--- config.mk ---
export PLATFORM = sky130hd
export DESIGN_NAME = rfs_ram
export DESIGN_NICKNAME = d
export VERILOG_FILES = /design/src/hdl/regularized_forward_substitution_defines.svh /design/src/hdl/rfs_ram.sv
export SDC_FILE = /design/constraint.sdc
export NUM_CORES = 2
export LEC_CHECK = 0
export BUFFER_PORTS_ARGS = -buffer_cell sky130_fd_sc_hd__buf_2
export CORE_MARGIN = 8
export CORE_UTILIZATION = 45
export DETAILED_ROUTE_END_ITERATION = 16
export MAX_ROUTING_LAYER = met4
export PLACE_DENSITY = 0.69
export REMOVE_ABC_BUFFERS = 1
export SYNTH_ARGS = -nofsm -noshare
export SYNTH_HDL_FRONTEND = slang
export SYNTH_SLANG_ARGS = --single-unit
--- constraint.sdc ---
create_clock -name clock -period 14.2 [get_ports clock]
set_input_delay 2.84 -clock clock [delete_from_list [all_inputs] [get_ports clock]]
set_output_delay 2.84 -clock clock [all_outputs]
set_load 0.005 [all_outputs]
--- src/hdl/regularized_forward_substitution_defines.svh ---
// Assertion macros shared by the regularized forward substitution RTL.
`ifndef REGULARIZED_FORWARD_SUBSTITUTION_DEFINES_SVH
`define REGULARIZED_FORWARD_SUBSTITUTION_DEFINES_SVH

// Same-cycle implication, sampled on clock and disabled during reset.
`define RFS_ASSERT_SAME(lbl, ante, cons, msg) \
   lbl: assert property (@(posedge clock) disable iff (reset) (ante) |-> (cons)) \
      else $error(msg);

// Next-cycle implication, sampled on clock and disabled during reset.
`define RFS_ASSERT_NEXT(lbl, ante, cons, msg) \
   lbl: assert property (@(posedge clock) disable iff (reset) (ante) |=> (cons)) \
      else $error(msg);

`endif

--- src/hdl/rfs_ram.sv ---
// Generic single-port-write, single-port-read RAM with registered read data.
`default_nettype none
module rfs_ram #(
   parameter int WIDTH = 64,
   parameter int DEPTH = 64,
   localparam int AW = (DEPTH > 1) ? $clog2(DEPTH) : 1
) (
   input  logic             clock,
   input  logic             wr_en,
   input  logic [AW-1:0]    wr_addr,
   input  logic [WIDTH-1:0] wr_data,
   input  logic [AW-1:0]    rd_addr,
   output logic [WIDTH-1:0] rd_data
);
   logic [WIDTH-1:0] mem [DEPTH];
   logic [WIDTH-1:0] rd_data_ff;

   always_ff @(posedge clock) begin
      if (wr_en) begin
         mem[wr_addr] <= wr_data;
      end
      rd_data_ff <= mem[rd_addr];
   end

   assign rd_data = rd_data_ff;
endmodule
`default_nettype wire

==> flow_summary.json <==
{
  "syn_to_final_growth_pct": 12.8,
  "clkLatencyLatePin_ns": 0.92,
  "worst_slew_pin_slew_ns": 1.26,
  "timing.slew.headroom_pct": 15.7,
  "routedWlPerCell_um": 35.6,
  "cp_cell_sequence": "buf_8 -> buf_4 -> buf_4 -> buf_4 -> mux4_2 -> nor2b_1 -> a211oi_1 -> o22ai_1 -> and3_1",
  "synth_ff_type": "edfxtp_1",
  "drt_pre_antenna_iters": 8,
  "cts-root-buf": "clkbuf_16",
  "cts_hold_buffers": 0,
  "grt_start_max_net_pins": 135,
  "syn_inst": 6598,
  "pin_count": 142,
  "p_leak_nw": 54.6,
  "ys_seq_elements": 4160,
  "ant_nets": 0,
  "min_path_type": "reg2reg",
  "reg2reg_to": "rd_data[5]$_DFF_P_",
  "crit_family": "buffers and inverters",
  "fin_worst_skew_ns": 0.0437,
  "start_kind": "primary input",
  "multi_input_area_mm2": 0.0308,
  "cp_max_fo": 71,
  "overflow": 0,
  "dp_cells": 11141,
  "slowest_stage": "buf_4",
  "wl_um": 424000,
  "drive_above_1_share_pct": 28.0,
  "dieArea_mm2": 0.367,
  "hold_viol_final": 0,
  "synthesis.area_mm2": 0.156,
  "die-width_um": 605,
  "r2r.worst_path.cells": 5,
  "cts.htree.levels": 5,
  "yosys.area.top_type_share_pct": 78.7,
  "rsz0062_at_grt": "false",
  "grt_pass1_wl_um": 591000,
  "cts_made_buffers": 403,
  "final_cells": 11914,
  "yosysUniqueCellTypes": 33,
  "grt_antenna_before_repair": 51,
  "ys_top_cells_by_count": "4096 x edfxtp_1, 1024 x mux4_2, 170 x buf_2",
  "rr_startpoint": "mem[50][5]$_DFFE_PP_",
  "fin_setup_tns_ns": 0,
  "period_minus_slack_ns": 6.25,
  "clock_path_buffers": 4,
  "n_fill_cell": 26201,
  "nets": 7046,
  "yosysMostFrequentCell": "edfxtp_1",
  "synthTopCellsByArea": "edfxtp_1 79%, mux4_2 15%, mux2i_1 0.86%, dfxtp_1 0.82%, a22oi_1 0.81%",
  "ctsResizeCount": 0,
  "worstPathArrival_ns": 7.01,
  "crit_end": "rd_data[32]$_DFF_P_",
  "viasPerCell": 6.41,
  "regArea_mm2": 0.124,
  "gp_congestion": 0.778,
  "clkSinkCount": 4160,
  "grt_pass1_vias": 76381,
  "min_from": "mem[36][50]$_DFFE_PP_",
  "crit_buf_inv": 4,
  "crit_cells": 9,
  "fin_crit_sh_pct": 44.0,
  "cap_violations": 0,
  "synth_area_leader_cell": "edfxtp_1",
  "detail_route.iter0.violations": 11026,
  "powerDensity_mw_per_mm2": 144,
  "synth_warnings": 0,
  "crit_top_cell": "buf_4",
  "max-vdd-ir-drop_uv": 139,
  "fp-row-count": 216,
  "path_class": "in2reg",
  "synth_edf_count": 4096,
  "postCtsSetupBuffers": 0,
  "path_clk_slew_ns": 0.06,
  "slew_viol_final": 0,
  "grt_use_total_pct": 23.4,
  "async_reset_ff_share_pct": 0,
  "die_h_um": 605,
  "r2r_setup_slack_ns": 12.17,
  "fmax_mhz": 160,
  "avgSynthCellArea_um2": 23.7,
  "max_stage_delay_ns": 0.81,
  "tritoncts": "yes",
  "setup_viol": 0,
  "cp-startpoint": "rd_addr[1]",
  "initial_utilization_pct": 45.2,
  "post-dp-hpwl_um": 214000,
  "synth-seq-area-share_pct": 79.5,
  "vias": 76373,
  "outcome": "finished clean",
  "io_buffers": 141,
  "worstPathRequired_ns": 14.96,
  "endpoint_kind": "flop",
  "core-area_mm2": 0.346,
  "route.detailed.drc": 0
}
## sequential cells by signal (all words and copies together) (netlist names)
signal / cells
rd_data: 64
mem: 4096
## report_power, final
group | switching, W | internal [W]
registers | 0.0000508 | 0.0136
clock network | 0.00452 | 0.00614
logic | 0.000693 | 0.000413
## tightest hold or removal path: cells and delay by family (launching register included)
kind / cells / cell delay [ns]
flops: 1 / 0.31
simple gates: 2 / 0.21
mux: 1 / 0.22
compound gates: 1 / 0.06
## cells by family (layout without fill, tap and decap cells)
| group | Yosys count | count (layout) | share of synthesized area (%) |
|---|---|---|---|
| AOI/OAI and AO/OA | 504 | 504 | 2.48 |
| buffers and inverters | 389 | 1098 | 1.18 |
| DFF | 4160 | 4160 | 79.5 |
| muxes | 1159 | 1159 | 15.6 |
| other | 0 | 29 | 0 |
| and+or+nand+nor | 386 | 386 | 1.24 |
## metal layers
layer	track usage, %	share of wire (%)	vias to the layer above
met1	31.0	36	41102
met4	7.46	3.5	0
met3	4.61	12	891
met5	-	0	-
met2	37.0	49	5094
li1	-	-	29286
## through the flow
| step | setup slack (ns) | hold slack, ns | power [W] | utilization (%) | cell area, µm² |
|---|---|---|---|---|---|
| after detailed placement | 7.00 | 0.825 | 0.0150 | 47.2 | 163000 |
| after floorplan | 6.06 | 0.788 | 0.0144 | - | 155000 |
| after CTS | 7.95 | 0.824 | 0.0255 | 51.0 | 176000 |
| after global placement | 7.07 | 0.819 | 0.0150 | 47.2 | 163000 |
| after global routing | 7.80 | 0.880 | 0.0260 | 51.0 | 176000 |
| final | 7.95 | 0.825 | 0.0254 | 51.0 | 176000 |
## how the worst min path moves through the flow
stage                                      to  slack [ns]  cells past startpoint
final                     rd_data[50]$_DFF_P_        0.83                      4
after CTS                 rd_data[50]$_DFF_P_        0.82                      4
after floorplan           rd_data[61]$_DFF_P_        0.79                      4
after global routing      rd_data[61]$_DFF_P_        0.88                      4
after global placement    rd_data[10]$_DFF_P_        0.82                      4
after detailed placement  rd_data[50]$_DFF_P_        0.83                      4
## cell type report
cell class | count | area share [%]
multi-input combinational | 2049 | 17.5
tap | 4578 | 3.25
timing repair buffer | 335 | 1.33
antenna | 29 | 0.0411
clock inverter | 223 | 1.26
inverter | 19 | 0.0404
clock buffer | 521 | 6.17
sequential | 4160 | 70.5
## cells in the final DEF (no fill, tap or decap), drive strengths merged, types with 2 or more instances in the layout
master,n
a41oi,26
and3,64
diode,29
o221ai,38
a22oi,168
a22o,88
clkinv,156
or2,28
clkbuf,521
a31oi,18
inv,32
dfxtp,64
o22ai,83
clkinvlp,14
or3,29
buf,335
nor2,112
nor3,2
a211oi,63
nand3b,2
bufinv,40
and2,3
nand2,58
a2bb2oi,19
edfxtp,4096
nand3,45
nand4,2
nand2b,11
mux4,1024
mux2i,135
nor2b,28
(Power assumes the default switching activity.)
