--- src/hdl/regularized_forward_substitution_defines.svh ---
// Assertion macros shared by the regularized forward substitution RTL.
`ifndef REGULARIZED_FORWARD_SUBSTITUTION_DEFINES_SVH
`define REGULARIZED_FORWARD_SUBSTITUTION_DEFINES_SVH

// Same-cycle implication, sampled on clock and disabled during reset.
`define RFS_ASSERT_SAME(lbl, ante, cons, msg) \
   lbl: assert property (@(posedge clock) disable iff (reset) (ante) |-> (cons)) \
      else $error(msg);

// Next-cycle implication, sampled on clock and disabled during reset.
`define RFS_ASSERT_NEXT(lbl, ante, cons, msg) \
   lbl: assert property (@(posedge clock) disable iff (reset) (ante) |=> (cons)) \
      else $error(msg);

`endif

--- src/hdl/rfs_pkg.sv ---
// Package with types, constants and saturation helper for the forward substitution block.
`default_nettype none
package rfs_pkg;

   localparam int DATA_W        = 32;
   localparam int FRAC_W        = 16;
   localparam int ORDER_W       = 7;
   localparam int ROW_OUT_W     = 6;
   localparam int CSR_IDX_W     = 2;
   localparam int MAX_ORDER_DEF = 64;

   localparam logic signed [DATA_W-1:0] SAT_POS = 32'sh7FFF_FFFF;
   localparam logic signed [DATA_W-1:0] SAT_NEG = 32'sh8000_0001;
   localparam logic signed [64:0] SAT_POS_W = 65'sd2147483647;
   localparam logic signed [64:0] SAT_NEG_W = -65'sd2147483647;

   typedef enum logic [CSR_IDX_W-1:0] {
      CSR_LAMBDA = 2'd0,
      CSR_ORDER  = 2'd1
   } csr_index_type;

   typedef enum logic [2:0] {
      ST_IDLE,
      ST_LOAD,
      ST_MUL,
      ST_ACC,
      ST_DEN,
      ST_PREP,
      ST_DIV,
      ST_DONE
   } state_type;

   typedef struct packed {
      logic busy;
      logic done;
   } div_stat_type;

   // Clamp a wide signed value to the symmetric Q16.16 range.
   function automatic logic signed [DATA_W-1:0] sat_wide(input logic signed [64:0] v);
      logic signed [DATA_W-1:0] r;
      if (v > SAT_POS_W) begin
         r = SAT_POS;
      end else if (v < SAT_NEG_W) begin
         r = SAT_NEG;
      end else begin
         r = v[DATA_W-1:0];
      end
      return r;
   endfunction

endpackage
`default_nettype wire

--- src/hdl/rfs_div.sv ---
// Bit-serial restoring divider: saturated Q16.16 quotient of (num * 2^16) / den.
`default_nettype none
module rfs_div import rfs_pkg::*; (
   input  logic                     clock,
   input  logic                     reset,
   input  logic                     start,
   input  logic signed [63:0]       num,
   input  logic [63:0]              den,
   output div_stat_type             stat,
   output logic signed [DATA_W-1:0] quo
);
   logic              busy_ff, busy_in;
   logic              done_ff, done_in;
   logic [4:0]        cnt_ff, cnt_in;
   logic [63:0]       rem_ff, rem_in;
   logic [31:0]       low_ff, low_in;
   logic [31:0]       q_ff, q_in;
   logic [63:0]       den_ff, den_in;
   logic              neg_ff, neg_in;
   logic              ovf_ff, ovf_in;
   logic [63:0]       mag;
   logic [63:0]       r2;
   logic [DATA_W-1:0] mag_q;

   always_comb begin
      busy_in = busy_ff;
      done_in = 1'b0;
      cnt_in  = cnt_ff;
      rem_in  = rem_ff;
      low_in  = low_ff;
      q_in    = q_ff;
      den_in  = den_ff;
      neg_in  = neg_ff;
      ovf_in  = ovf_ff;
      mag     = num[63] ? 64'(-num) : 64'(num);
      r2      = {rem_ff[62:0], low_ff[31]};
      if (start) begin
         // The quotient fits in 32 bits only when mag / 2^16 is below den.
         busy_in = 1'b1;
         cnt_in  = 5'd31;
         rem_in  = {16'd0, mag[63:16]};
         low_in  = {mag[15:0], 16'd0};
         q_in    = '0;
         den_in  = den;
         neg_in  = num[63];
         ovf_in  = {16'd0, mag[63:16]} >= den;
      end else if (busy_ff) begin
         if (r2 >= den_ff) begin
            rem_in = r2 - den_ff;
            q_in   = {q_ff[30:0], 1'b1};
         end else begin
            rem_in = r2;
            q_in   = {q_ff[30:0], 1'b0};
         end
         low_in = {low_ff[30:0], 1'b0};
         cnt_in = cnt_ff - 5'd1;
         if (cnt_ff == 5'd0) begin
            busy_in = 1'b0;
            done_in = 1'b1;
         end
      end
   end

   always_ff @(posedge clock) begin
      if (reset) begin
         busy_ff <= 1'b0;
         done_ff <= 1'b0;
      end else begin
         busy_ff <= busy_in;
         done_ff <= done_in;
      end
      cnt_ff <= cnt_in;
      rem_ff <= rem_in;
      low_ff <= low_in;
      q_ff   <= q_in;
      den_ff <= den_in;
      neg_ff <= neg_in;
      ovf_ff <= ovf_in;
   end

   assign mag_q     = (ovf_ff || q_ff[31]) ? SAT_POS : q_ff;
   assign quo       = neg_ff ? DATA_W'(-mag_q) : mag_q;
   assign stat.busy = busy_ff;
   assign stat.done = done_ff;
endmodule
`default_nettype wire

--- config.mk ---
export PLATFORM = sky130hd
export DESIGN_NAME = rfs_div
export DESIGN_NICKNAME = d
export VERILOG_FILES = /design/src/hdl/regularized_forward_substitution_defines.svh /design/src/hdl/rfs_pkg.sv /design/src/hdl/rfs_div.sv
export SDC_FILE = /design/constraint.sdc
export NUM_CORES = 1
export LEC_CHECK = 0
export ABC_AREA = 1
export BUFFER_PORTS_ARGS = -buffer_cell sky130_fd_sc_hd__buf_2
export CAP_MARGIN = 0
export CORE_MARGIN = 4
export CORE_UTILIZATION = 45
export CTS_BUF_LIST = sky130_fd_sc_hd__clkbuf_4 sky130_fd_sc_hd__clkbuf_8
export CTS_CLUSTER_DIAMETER = 30
export DETAILED_ROUTE_END_ITERATION = 8
export PLACE_DENSITY = 0.72
export SKIP_LAST_GASP = 1
export SYNTH_ARGS = -nofsm -noshare
export SYNTH_HDL_FRONTEND = slang
export SYNTH_SLANG_ARGS = --single-unit
--- constraint.sdc ---
create_clock -name clock -period 5 [get_ports clock]
set_input_delay 0.5 -clock clock [delete_from_list [all_inputs] [get_ports clock]]
set_output_delay 0.5 -clock clock [all_outputs]
set_load 0.005 [all_outputs]
==> impl_metrics.toml <==
[status]
outcome = "completed"

[pwr]
switchingPower_mw = 1.80
leakagePower_nw = 9.07
pwr-share-seq_pct = 39.2
pwr-share-clk_pct = 24.2
ir_drop_uv = 184
pwr_density_cell_mw_per_mm2 = 249
combPwrFrac_pct = 36.6
p_int_mw = 2.80
swShare_pct = 39.2

[drt]
vias_per_cell = 5.39
drc_errors = 0
dr.pass1.iters = 6
drt_iter0_markers = 1487
vias = 16700
wirelength_mm = 56.9
routedWlPerCell_um = 18.3
drt.antenna.violating_nets = 0

[critical_path]
worstReg2RegStart = "low_ff[31]"
path_max_fanout = 22
crit_required_ns = 4.50
crit_path_end_kind = "output pin"
path_class = "reg2out"
start_kind = "flop"
arrival_ns = 3.31
rrSetupSlack_ns = 1.46
r2r_cells = 13
reg2reg_to = "rem_ff[43]"

[clock_tree]
cts_tree = "yes"
cts.clk_slew.worst_paths_ns = 0.11
h-tree-depth = 4
post_cts.repair.setup_buffers = 0
clockBufferDepth = 2
cts-root-buf = "clkbuf_8"
post_cts_resized = 0
insertion_delay_ns = 0.52
cts.sink_count = 184
numCtsBuffers = 17
hold_buffers = 0

[placed_design]
dp_slack_ns = 1.20
gp_congestion = 1.02
dp_hpwl_mm = 46.8
io_buffers = 164

[yosys]
synth-seq-area-share_pct = 29.6
synth_top_cell_area_share_pct = 23.2
yosysTopAreaCell = "edfxtp_1"
synthTopCellsByCount = "589 x nand2_1, 436 x inv_1, 260 x nor2_1"
synth_top_flop_cell = "edfxtp_1"
yosys_warnings = 0
ys_async_sr_fraction_pct = 0
yosysMostFrequentCell = "nand2_1"
syn_nets = 2728
ys_ff_latch = 184
synth-edff-count = 130
ys_types = 53
synth_cells = 2480
synth_area_mm2 = 0.0168
syn_avg_cell_area_um2 = 6.79
synthTopCellsByArea = "edfxtp_1 23%, nand2_1 13%, inv_1 9.7%"

[final_layout]
fin_nets = 2868
syn_to_final_growth_pct = 9.67
final_core_util_pct = 50.2
drive_above_1_share_pct = 11.4
diodes = 0

[floorplanning]
start_util_pct = 45.8
die_w_um = 201
die_h_um = 201
pin_count = 165
design.core.area_mm2 = 0.0368
die_area_mm2 = 0.0406
rows = 70

[worst_hold_path]
holdPathEnd = "done_ff"
min_path_type = "in2reg"
hold_depth = 2
hp-start = "reset"

[timing]
hold_slack_ns = 0.138
hold_viol = 0
fin_crit_ns = 3.81
setup_violations = 0
slew_viol_final = 0
tns_ns = 0
fmax_mhz = 262
fin_skew_ns = 0.0254
grt_setup_unrepaired = "false"
worstMarginPinSlew_ns = 1.03
setup_slack_ns = 1.19
relSlewSlack_pct = 31.6
finalCritPeriodShare_pct = 76.2

[grt]
grt_max_degree = 58
first_global_vias = 16100
grt_use_total_pct = 27.3
antenna_found_initial = 0
grt.overflow.total = 0
grt_first_pass_wirelength_mm = 88.6

[run]
max-cap-violations = 0
[flip-flops by register name, indices dropped and copies added (netlist names)]
name / flops
busy_ff: 1
cnt_ff: 5
den_ff: 64
done_ff: 1
low_ff: 16
neg_ff: 1
ovf_ff: 1
q_ff: 32
rem_ff: 63
[cells by family (layout without fill, tap and decap cells)]
kind of cell | after synthesis | after routing | share of synthesized area [%]
AO/OA/AOI/OAI | 341 | 341 | 11.5
flip-flops | 184 | 184 | 29.6
buffers and inverters | 506 | 659 | 12.0
adder cells (fa/ha/maj) | 117 | 117 | 8.74
AND/OR/NAND/NOR | 1216 | 1216 | 32.2
XOR/XNOR | 116 | 116 | 6.04
[area by class of cell]
type,instances,area [um^2]
inverter,450,1690
sequential,184,4980
clock inverter,15,209
tap,468,586
timing repair buffer,177,921
multi-input combinational,1790,9830
clock buffer,17,234
fill,3784,18300
[worst max-delay path, cell delays in order (launching register included)]
cell	delay (ns)
edfxtp_1	0.48
inv_2	0.09
nand2_2	0.31
nor2_1	0.26
ha_1	0.17
inv_1	0.05
nor3_2	0.18
nand2_1	0.10
nor2_1	0.14
nand2_1	0.13
nor2_2	0.18
nand2_1	0.10
nand2_2	0.11
nand2_2	0.07
a21oi_2	0.12
xor2_1	0.16
buf_2	0.13
[metrics by stage]
| stage | instances | total power, mW | cell area, um^2 |
|---|---|---|---|
| 6_report | 3101 | 4.60 | 18500 |
| 5_1_grt | 3101 | 4.88 | 18500 |
| 4_1_cts | 3101 | 4.61 | 18500 |
| 3_5_place_dp | 3069 | 3.49 | 18000 |
| 3_3_place_gp | 3069 | 3.47 | 18000 |
| 2_1_floorplan | 2480 | 2.93 | 16800 |
[power groups by stage]
stage	Combinational, mW	Clock [mW]	Sequential [mW]
after floorplan	1.10	0	1.83
after global placement	1.64	0	1.83
after detailed placement	1.65	0	1.84
after CTS	1.66	1.14	1.81
after global routing	1.86	1.20	1.82
final	1.68	1.11	1.81
[layout by cell type (no fill, tap or decap), types with 3 or more instances in the layout]
| cell type | netlist | layout |
|---|---|---|
| a21o_1 | 4 | 4 |
| a21oi_1 | 134 | 134 |
| a21oi_2 | 3 | 3 |
| a31oi_1 | 7 | 7 |
| and2_1 | 3 | 3 |
| buf_2 | 12 | 163 |
| buf_4 | 7 | 14 |
| clkbuf_8 | 0 | 17 |
| clkinv_2 | 0 | 3 |
| clkinv_8 | 0 | 5 |
| dfxtp_1 | 54 | 54 |
| edfxtp_1 | 130 | 130 |
| ha_1 | 116 | 116 |
| inv_1 | 436 | 434 |
| inv_2 | 13 | 14 |
| inv_6 | 0 | 3 |
| nand2_1 | 589 | 589 |
| nand2_2 | 7 | 7 |
| nand3_1 | 178 | 178 |
| nand3_2 | 3 | 3 |
| nand3b_1 | 18 | 18 |
| nand3b_2 | 29 | 29 |
| nand4_1 | 48 | 48 |
| nor2_1 | 260 | 260 |
| nor2_2 | 18 | 18 |
| nor2_4 | 3 | 3 |
| nor3_1 | 39 | 39 |
| nor4_1 | 15 | 15 |
| o211ai_1 | 5 | 5 |
| o21a_1 | 6 | 6 |
| o21ai_0 | 102 | 102 |
| o21ai_1 | 20 | 20 |
| o21ai_2 | 3 | 3 |
| o21bai_1 | 11 | 11 |
| o22ai_1 | 31 | 31 |
| xnor2_1 | 42 | 42 |
| xor2_1 | 74 | 74 |
[how the worst max path moves through the flow]
stage,cells after the start,endpoint,slack (ns),start
floorplan,4,low_ff[16],1.65,start
global placement,17,ovf_ff,1.34,num[0]
detailed placement,17,ovf_ff,1.20,num[0]
CTS,16,quo[28],1.14,ovf_ff
global route,15,quo[26],0.89,ovf_ff
finish,16,quo[28],1.19,ovf_ff
[metal layers]
layer,track usage [%],wire length (um),vias up
met5,0,0,-
met4,6.69,1250,0
met3,4.17,3480,73
met2,43.5,25400,569
met1,39.1,26700,7728
li1,-,-,8339
(Power assumes the default switching activity.)
